==> src/rtl/core/u8u16_pkg.sv <==
// ----------------------------------------------------------------------------
// u8u16_pkg: shared types and constants for the UTF-8 to UTF-16 decoder
// Lead byte classes, the job record that links the front end to the back end,
// and the fixed code values of the transcoder.
// ----------------------------------------------------------------------------
`default_nettype none

package u8u16_pkg;

  // Default depth of the job queue between front and back end
  localparam int unsigned Q_DEPTH = 4;

  localparam logic [15:0] REPL_UNIT    = 16'hFFFD;
  localparam logic [15:0] HI_SURR_BASE = 16'hD800;
  localparam logic [15:0] LO_SURR_BASE = 16'hDC00;
  localparam logic [20:0] SUPP_BASE    = 21'h10000;

  // Encoded value equals the sequence length in bytes
  typedef enum logic [2:0] {
    LC_BAD   = 3'd0,
    LC_ONE   = 3'd1,
    LC_TWO   = 3'd2,
    LC_THREE = 3'd3,
    LC_FOUR  = 3'd4
  } lead_class_t;

  // One decode request: up to four bytes, lead first
  typedef struct packed {
    logic [3:0][7:0] bytes;
    logic [1:0]      last_idx;   // index of the final byte (byte count - 1)
    logic            text_last;  // request closes the string
  } job_t;

  function automatic lead_class_t lead_class(input logic [7:0] b);
    lead_class_t c;
    unique casez (b)
      8'b0???????: c = LC_ONE;
      8'b110?????: c = LC_TWO;
      8'b1110????: c = LC_THREE;
      8'b11110???: c = LC_FOUR;
      default:     c = LC_BAD;
    endcase
    return c;
  endfunction

endpackage

`default_nettype wire

==> src/rtl/core/u8u16_front.sv <==
// ----------------------------------------------------------------------------
// u8u16_front: byte intake and sequence assembly
// Holds the bytes of an open sequence and issues one decode request when the
// sequence completes, a single byte stands alone, or the string ends.
// ----------------------------------------------------------------------------
`default_nettype none

module u8u16_front (
  input  wire logic               clk,
  input  wire logic               rst,
  input  wire logic [7:0]         byte_value,
  input  wire logic               last_byte,
  input  wire logic               in_valid,
  output logic                    in_stall,
  input  wire logic               q_full,
  output logic                    push,
  output u8u16_pkg::job_t         push_job
);

  logic [7:0]              held_bytes [3];
  logic [1:0]              held_count;
  u8u16_pkg::lead_class_t  needed_total;
  u8u16_pkg::lead_class_t  cls;
  logic                    accept;
  logic                    hold;
  logic                    is_lead;

  assign in_stall = q_full;
  assign accept   = in_valid && !q_full;
  assign cls      = u8u16_pkg::lead_class(byte_value);
  assign is_lead  = (cls == u8u16_pkg::LC_TWO) || (cls == u8u16_pkg::LC_THREE) ||
                    (cls == u8u16_pkg::LC_FOUR);

  // Keep collecting while the string goes on and the sequence is short
  always_comb begin
    if (last_byte) begin
      hold = 1'b0;
    end else if (held_count == 2'd0) begin
      hold = is_lead;
    end else begin
      hold = (({1'b0, held_count} + 3'd1) < 3'(needed_total));
    end
  end

  assign push = accept && !hold;

  always_comb begin
    push_job.bytes[0]  = (held_count > 2'd0) ? held_bytes[0] : byte_value;
    push_job.bytes[1]  = (held_count > 2'd1) ? held_bytes[1] : byte_value;
    push_job.bytes[2]  = (held_count > 2'd2) ? held_bytes[2] : byte_value;
    push_job.bytes[3]  = byte_value;
    push_job.last_idx  = held_count;
    push_job.text_last = last_byte;
  end

  always_ff @(posedge clk) begin
    if (rst) begin
      held_count   <= 2'd0;
      needed_total <= u8u16_pkg::LC_BAD;
    end else if (accept) begin
      if (hold) begin
        held_count <= held_count + 2'd1;
        if (held_count == 2'd0) begin
          needed_total <= cls;
        end
      end else begin
        held_count   <= 2'd0;
        needed_total <= u8u16_pkg::LC_BAD;
      end
    end
  end

  // held_count never exceeds 2 while holding
  always_ff @(posedge clk) begin
    if (accept && hold) begin
      held_bytes[held_count] <= byte_value;
    end
  end

endmodule

`default_nettype wire

==> src/rtl/core/u8u16_queue.sv <==
// ----------------------------------------------------------------------------
// u8u16_queue: short request queue
// First-in first-out store of decode requests between front and back end.
// ----------------------------------------------------------------------------
`default_nettype none

module u8u16_queue #(
  parameter int unsigned DEPTH = u8u16_pkg::Q_DEPTH
) (
  input  wire logic             clk,
  input  wire logic             rst,
  input  wire logic             push,
  input  wire u8u16_pkg::job_t  push_job,
  output logic                  full,
  input  wire logic             pop,
  output logic                  nonempty,
  output u8u16_pkg::job_t       head_job
);

  localparam int unsigned PW = (DEPTH > 1) ? $clog2(DEPTH) : 1;
  localparam int unsigned CW = $clog2(DEPTH + 1);

  u8u16_pkg::job_t  store [DEPTH];
  logic [PW-1:0]    wr_ptr;
  logic [PW-1:0]    rd_ptr;
  logic [CW-1:0]    count;

  assign full     = (count == CW'(DEPTH));
  assign nonempty = (count != '0);
  assign head_job = store[rd_ptr];

  always_ff @(posedge clk) begin
    if (rst) begin
      wr_ptr <= '0;
      rd_ptr <= '0;
      count  <= '0;
    end else begin
      if (push) begin
        wr_ptr <= (wr_ptr == PW'(DEPTH - 1)) ? '0 : wr_ptr + 1'b1;
      end
      if (pop) begin
        rd_ptr <= (rd_ptr == PW'(DEPTH - 1)) ? '0 : rd_ptr + 1'b1;
      end
      if (push && !pop) begin
        count <= count + 1'b1;
      end else if (pop && !push) begin
        count <= count - 1'b1;
      end
    end
  end

  always_ff @(posedge clk) begin
    if (push) begin
      store[wr_ptr] <= push_job;
    end
  end

endmodule

`default_nettype wire

==> src/rtl/core/u8u16_back.sv <==
// ----------------------------------------------------------------------------
// u8u16_back: request decode and unit issue
// Turns one request into one to three UTF-16 units and hands them out one
// per cycle from an output register while out_stall is low.
// ----------------------------------------------------------------------------
`default_nettype none

module u8u16_back (
  input  wire logic             clk,
  input  wire logic             rst,
  input  wire logic             q_nonempty,
  input  wire u8u16_pkg::job_t  head_job,
  output logic                  pop,
  output logic [15:0]           code_unit,
  output logic                  run_last,
  output logic                  text_end,
  output logic                  out_valid,
  input  wire logic             out_stall
);

  logic [2:0][15:0]        dec_units;
  logic [1:0]              dec_last;
  logic [3:0][7:0]         b;
  u8u16_pkg::lead_class_t  c0;
  u8u16_pkg::lead_class_t  c1;
  logic                    full_seq;
  logic [20:0]             cp4;
  logic [20:0]             v;

  logic [2:0][15:0]        units;
  logic [1:0]              unit_last;
  logic [1:0]              idx;
  logic                    str_last;
  logic                    fire;

  function automatic logic [15:0] single_unit(input logic [7:0] x);
    return x[7] ? u8u16_pkg::REPL_UNIT : {8'h00, x};
  endfunction

  always_comb begin
    b        = head_job.bytes;
    c0       = u8u16_pkg::lead_class(b[0]);
    c1       = u8u16_pkg::lead_class(b[1]);
    full_seq = (c0 != u8u16_pkg::LC_BAD) &&
               (({1'b0, head_job.last_idx} + 3'd1) == 3'(c0));
    cp4      = {b[0][2:0], b[1][5:0], b[2][5:0], b[3][5:0]};
    v        = cp4 - u8u16_pkg::SUPP_BASE;
    dec_units = {3{u8u16_pkg::REPL_UNIT}};
    dec_last  = 2'd0;
    if (full_seq) begin
      unique case (c0)
        u8u16_pkg::LC_ONE:   dec_units[0] = {8'h00, b[0]};
        u8u16_pkg::LC_TWO:   dec_units[0] = {5'b0, b[0][4:0], b[1][5:0]};
        u8u16_pkg::LC_THREE: dec_units[0] = {b[0][3:0], b[1][5:0], b[2][5:0]};
        u8u16_pkg::LC_FOUR: begin
          if (cp4 >= u8u16_pkg::SUPP_BASE) begin
            dec_units[0] = u8u16_pkg::HI_SURR_BASE + {5'b0, v[20:10]};
            dec_units[1] = u8u16_pkg::LO_SURR_BASE + {6'b0, v[9:0]};
            dec_last     = 2'd1;
          end else begin
            dec_units[0] = cp4[15:0];
          end
        end
        default: dec_units[0] = u8u16_pkg::REPL_UNIT;
      endcase
    end else begin
      // Lead is bad or cut short: replace it, then redo the bytes after it
      if (head_job.last_idx == 2'd2 && c1 == u8u16_pkg::LC_TWO) begin
        dec_units[1] = {5'b0, b[1][4:0], b[2][5:0]};
        dec_last     = 2'd1;
      end else if (head_job.last_idx != 2'd0) begin
        dec_units[1] = single_unit(b[1]);
        dec_last     = 2'd1;
        if (head_job.last_idx == 2'd2) begin
          dec_units[2] = single_unit(b[2]);
          dec_last     = 2'd2;
        end
      end
    end
  end

  assign fire      = out_valid && !out_stall;
  assign run_last  = (idx == unit_last);
  assign text_end  = run_last && str_last;
  assign code_unit = units[idx];
  assign pop       = q_nonempty && (!out_valid || (fire && run_last));

  always_ff @(posedge clk) begin
    if (rst) begin
      out_valid <= 1'b0;
      idx       <= 2'd0;
      unit_last <= 2'd0;
    end else if (pop) begin
      out_valid <= 1'b1;
      idx       <= 2'd0;
      unit_last <= dec_last;
    end else if (fire) begin
      if (run_last) begin
        out_valid <= 1'b0;
      end else begin
        idx <= idx + 2'd1;
      end
    end
  end

  always_ff @(posedge clk) begin
    if (pop) begin
      units    <= dec_units;
      str_last <= head_job.text_last;
    end
  end

endmodule

`default_nettype wire

==> src/rtl/core/utf8_to_utf16_decoder.sv <==
// Path: a byte that completes a request is written into the request queue, then
//   loaded into the output register of the back end, which offers its first unit.
// Throughput: one byte per cycle in while the queue is not full; one UTF-16 unit per
//   cycle out while out_stall is low, set by the single output register of the back end.
// The request queue (QDEPTH entries) absorbs output bursts; input stalls only when full.
// Reset (rst, synchronous): clears open sequence, queue and output valid.
// ----------------------------------------------------------------------------
// utf8_to_utf16_decoder: lenient streaming UTF-8 to UTF-16 transcoder
// Front end gathers the bytes of a sequence, back end decodes and issues units.
// ----------------------------------------------------------------------------
`default_nettype none

module utf8_to_utf16_decoder #(
  parameter int unsigned QDEPTH = u8u16_pkg::Q_DEPTH
) (
  input  wire logic        clk,
  input  wire logic        rst,
  // byte request channel
  input  wire logic [7:0]  byte_value,
  input  wire logic        last_byte,
  input  wire logic        in_valid,
  output logic             in_stall,
  // unit request channel
  output logic [15:0]      code_unit,
  output logic             run_last,
  output logic             text_end,
  output logic             out_valid,
  input  wire logic        out_stall
);

  u8u16_pkg::job_t  push_job;
  u8u16_pkg::job_t  head_job;
  logic             push;
  logic             q_full;
  logic             q_nonempty;
  logic             pop;

  // Front: lead bytes open a sequence; a request goes out when it completes,
  // when a byte stands alone, or when last_byte closes the string early.
  u8u16_front u_front (
    .clk        (clk),
    .rst        (rst),
    .byte_value (byte_value),
    .last_byte  (last_byte),
    .in_valid   (in_valid),
    .in_stall   (in_stall),
    .q_full     (q_full),
    .push       (push),
    .push_job   (push_job)
  );

  // Queue decouples the stall of the unit side from the byte side
  u8u16_queue #(
    .DEPTH (QDEPTH)
  ) u_queue (
    .clk      (clk),
    .rst      (rst),
    .push     (push),
    .push_job (push_job),
    .full     (q_full),
    .pop      (pop),
    .nonempty (q_nonempty),
    .head_job (head_job)
  );

  // Back: decode one request into one to three units (surrogate pairs,
  // FFFD for bad or truncated leads) and issue them in order.
  u8u16_back u_back (
    .clk        (clk),
    .rst        (rst),
    .q_nonempty (q_nonempty),
    .head_job   (head_job),
    .pop        (pop),
    .code_unit  (code_unit),
    .run_last   (run_last),
    .text_end   (text_end),
    .out_valid  (out_valid),
    .out_stall  (out_stall)
  );

endmodule

`default_nettype wire

==> config.mk <==
export PLATFORM = sky130hd
export DESIGN_NAME = utf8_to_utf16_decoder
export DESIGN_NICKNAME = d
export VERILOG_FILES = /design/src/rtl/core/u8u16_pkg.sv /design/src/rtl/core/u8u16_front.sv /design/src/rtl/core/u8u16_queue.sv /design/src/rtl/core/u8u16_back.sv /design/src/rtl/core/utf8_to_utf16_decoder.sv
export SDC_FILE = /design/constraint.sdc
export NUM_CORES = 1
export LEC_CHECK = 0
export BUFFER_PORTS_ARGS = -buffer_cell sky130_fd_sc_hd__buf_4
export CORE_MARGIN = 5
export CORE_UTILIZATION = 60
export DETAILED_ROUTE_END_ITERATION = 6
export PLACE_DENSITY = 0.74
export SLEW_MARGIN = 30
export SYNTH_ARGS = -nofsm -noshare
export SYNTH_HDL_FRONTEND = slang
export SYNTH_SLANG_ARGS = --single-unit
==> constraint.sdc <==
create_clock -name clk -period 3.7 [get_ports clk]
set_input_delay 0 -clock clk [delete_from_list [all_inputs] [get_ports clk]]
set_output_delay 0 -clock clk [all_outputs]
set_load 0.05 [all_outputs]
==> flow_summary.yaml <==
synth:
  synthArstFlopShare: 0
  syn_inst: 580
  synth_edf_count: 194
  yosys.area.top_type_share: 0.623
  synth_ff_type: "edfxtp_1"
  avgSynthCellArea_sq_um: 16.1
  netlist_top_cells_area: "edfxtp_1, mux4_2, dfxtp_1"
  synth_common_cells: "edfxtp_1, nand2_1, mux4_2, mux2_2, mux2i_1"
  muxShareOfSynthArea: 0.135
  synth_fa_ha_area_frac: 0.0276
  synth_compound_area_frac: 0.0732
  postSynthNetCount: 613
  ys_ff_latch: 213
  synth-simple-area-share: 0.0715
  synth_top_family_by_area: "multiplexers"
  synth_cell_types: 59
  yosysWarnings: 0
  yosysMostFrequentCell: "edfxtp_1"
  synthesis.area_sq_mm: 0.00935
  synth_xor_xnor_area_share: 0.00750
  yosys.area.top_type: "edfxtp_1"
  seq_area_frac_synth: 0.664
finish:
  design_area_sq_mm: 0.0107
  finalNetCount: 676
  antennaDiodeCount: 0
  drive_gt1_frac: 0.235
  final_core_utilization: 0.704
  fill_cells: 1025
  area_growth_pct: 14.9
sta:
  hold_viol_final: 0
  tns_ns: 0
  final.min_clock_period_ns: 3.41
  post-route-period-util: 0.920
  final_max_slew_viol_count: 0
  fin_worst_skew_ns: 0.0175
  max_freq_ghz: 0.294
  worst_slew_pin_slew_ns: 0.979
  relSlewSlack: 0.345
  worst_slack_ns: 0.295
  setup_viol: 0
  rsz0062_at_grt: "no"
global_route:
  grt_pass1_vias: 5461
  grt_max_degree: 41
  antenna_found_initial: 0
  grt_overflow_total: 0
  grt_util_all_layers: 0.216
  grt_pass1_wl_um: 30300
setup_path:
  crit_buf_inv: 2
  crit_arrival_ns: 3.83
  path_delay_family: "adder cells"
  worstPathRequired_ns: 4.13
  crit_top_cell: "ha_1"
  end_kind: "register"
  crit_path_cell_trace: "inv_1 > ha_1 > ha_1 > a21boi_0 > o21ai_0 > a21boi_0 > o21a_2 > ha_1 > inv_1 > fa_1 > xor2_1 > or3_1 > a21oi_1"
  critPathKind: "register to register"
  slowest_delay_ns: 0.50
  crit_path_max_fanout: 10
  critPathLaunchType: "register"
  crit_slowest_cell: "dfxtp_1"
cts:
  clk_pin_slew_worst_paths_ns: 0.06
  htree_levels: 1
  clock_latency_ns: 0.50
  post-cts-setup-buffers: 0
  cts_buffer_depth: 3
  cts_made_buffers: 22
  cts.sinks: 213
  cts_tree: "yes"
  cts_root_buf: "clkbuf_16"
pwr:
  peakVddDrop_uv: 476
  p_leak_nw: 3.53
  power_density_mw_per_mm2: 810
die:
  fp.coreArea_sq_mm: 0.0153
  die_w_um: 135
  design.die.area_sq_mm: 0.0182
  ios: 33
  start_util: 0.612
  dieHeight_um: 135
  rows: 45
placed_design:
  dp_hpwl_um: 12300
  placed_cell_area_sq_mm: 0.00989
  pre_cts_ws_ns: 0.227
  gp_congestion: 0.911
  portBuffers: 32
route:
  drc: 0
  dr.pass1.iters: 5
  viasPerCell: 6.17
  drtIter0Drc: 505
  routedWlPerCell_um: 21.8
  num_vias: 5372
  drt_wl_total_um: 19000
  ant_nets: 0
status:
  outcome: "complete, no violations"
flow_run:
  drv_cap: 0
hold_path:
  hold_path.class: "input pin to register"
## metrics by stage
step	power [W]	hold WS, ns	instances
2_1_floorplan	0.00563	0.0989	580
3_3_place_gp	0.00647	0.243	817
3_5_place_dp	0.00653	0.245	817
4_1_cts	0.00873	0.278	870
5_1_grt	0.00913	0.299	870
6_report	0.00869	0.290	870
## final timing paths
kind,start,end,slack [ns],depth (start not counted)
worst max-delay path,u_front.held_count[0],u_queue.count[2],0.29,13
worst min-delay path,byte_value[6],u_front.held_bytes[1][6],0.29,2
worst max register to register,u_front.held_count[0],u_queue.count[2],0.29,13
worst min register to register,u_back.unit_last[1],u_back.unit_last[1],0.48,2
## state kept, by name, indices dropped and copies added, names as in the netlist, named ones only
register	flops
u_back.out_valid	1
u_queue.rd_ptr	2
u_back.idx	2
u_back.str_last	1
u_queue.count	3
u_front.held_bytes	24
u_queue.store	132
u_back.unit_last	2
u_queue.wr_ptr	2
u_back.units	37
u_front.held_count	2
u_front.needed_total	3
## where the power goes
part	total, W	internal [W]	switching (W)
clock	0.00218	0.00131	0.000867
combinational	0.00322	0.00120	0.00202
sequential	0.00330	0.00316	0.000138
## area by class of cell
| cell class | count | area, sq um | share of cell area |
|---|---|---|---|
| Tap cell | 211 | 264 | 0.0246 |
| Inverter | 16 | 60.1 | 0.00559 |
| Timing Repair Buffer | 64 | 538 | 0.0501 |
| Clock inverter | 13 | 154 | 0.0143 |
| Sequential cell | 213 | 6210 | 0.578 |
| Multi-Input combinational cell | 326 | 2950 | 0.274 |
| Clock buffer | 27 | 569 | 0.0530 |
## cell usage in the layout, fill, tap and decap left out, types with 6 or more instances in the layout
master,Yosys,final
a21oi_1,16,16
a221o_1,6,6
a22oi_1,7,7
a2bb2oi_1,10,10
and2_1,9,9
and3_1,6,6
buf_4,3,49
clkbuf_16,0,22
dfxtp_1,19,18
dlygate4sd3_1,0,13
edfxtp_1,194,194
ha_1,19,19
inv_1,15,15
mux2_2,25,25
mux2i_1,23,23
mux4_2,33,33
nand2_1,35,35
nand2b_1,11,11
nand3_1,12,12
nor2_1,15,15
nor3_1,10,10
o21ai_0,22,22
xor2_1,6,6
## cell families after synthesis
kind of cell               after synthesis
AOI/OAI and AO/OA                       94
xor gates and xnor gates                 8
adders and majority gates               20
buffers and inverters                   41
DFF                                    213
muxes                                   82
and+or+nand+nor                        122
## metal layers
layer  wire (um)  vias up  share of wire  track usage
li1            -     2436              -            -
met1        8200     2663           0.43        0.306
met2        9300      232           0.49        0.357
met3        1120       41          0.059       0.0324
met4         389        0          0.020       0.0560
met5           0        -              0            0
## worst reg2reg max path, cell delays in order (launching register included)
cell and delay, ns:
dfxtp_1 0.50, inv_1 0.14, ha_1 0.34, ha_1 0.27, a21boi_0 0.16, o21ai_0 0.09
a21boi_0 0.30, o21a_2 0.27, ha_1 0.21, inv_1 0.07, fa_1 0.38, xor2_1 0.18
or3_1 0.31, a21oi_1 0.14
## repair_timing
action                                 CTS  global route
gates resized for setup                  0             1
setup endpoints to repair                0             1
hold buffers                            13             0
endpoints found under the hold margin  157             0
No activity file was read; power rests on OpenSTA's default activity.
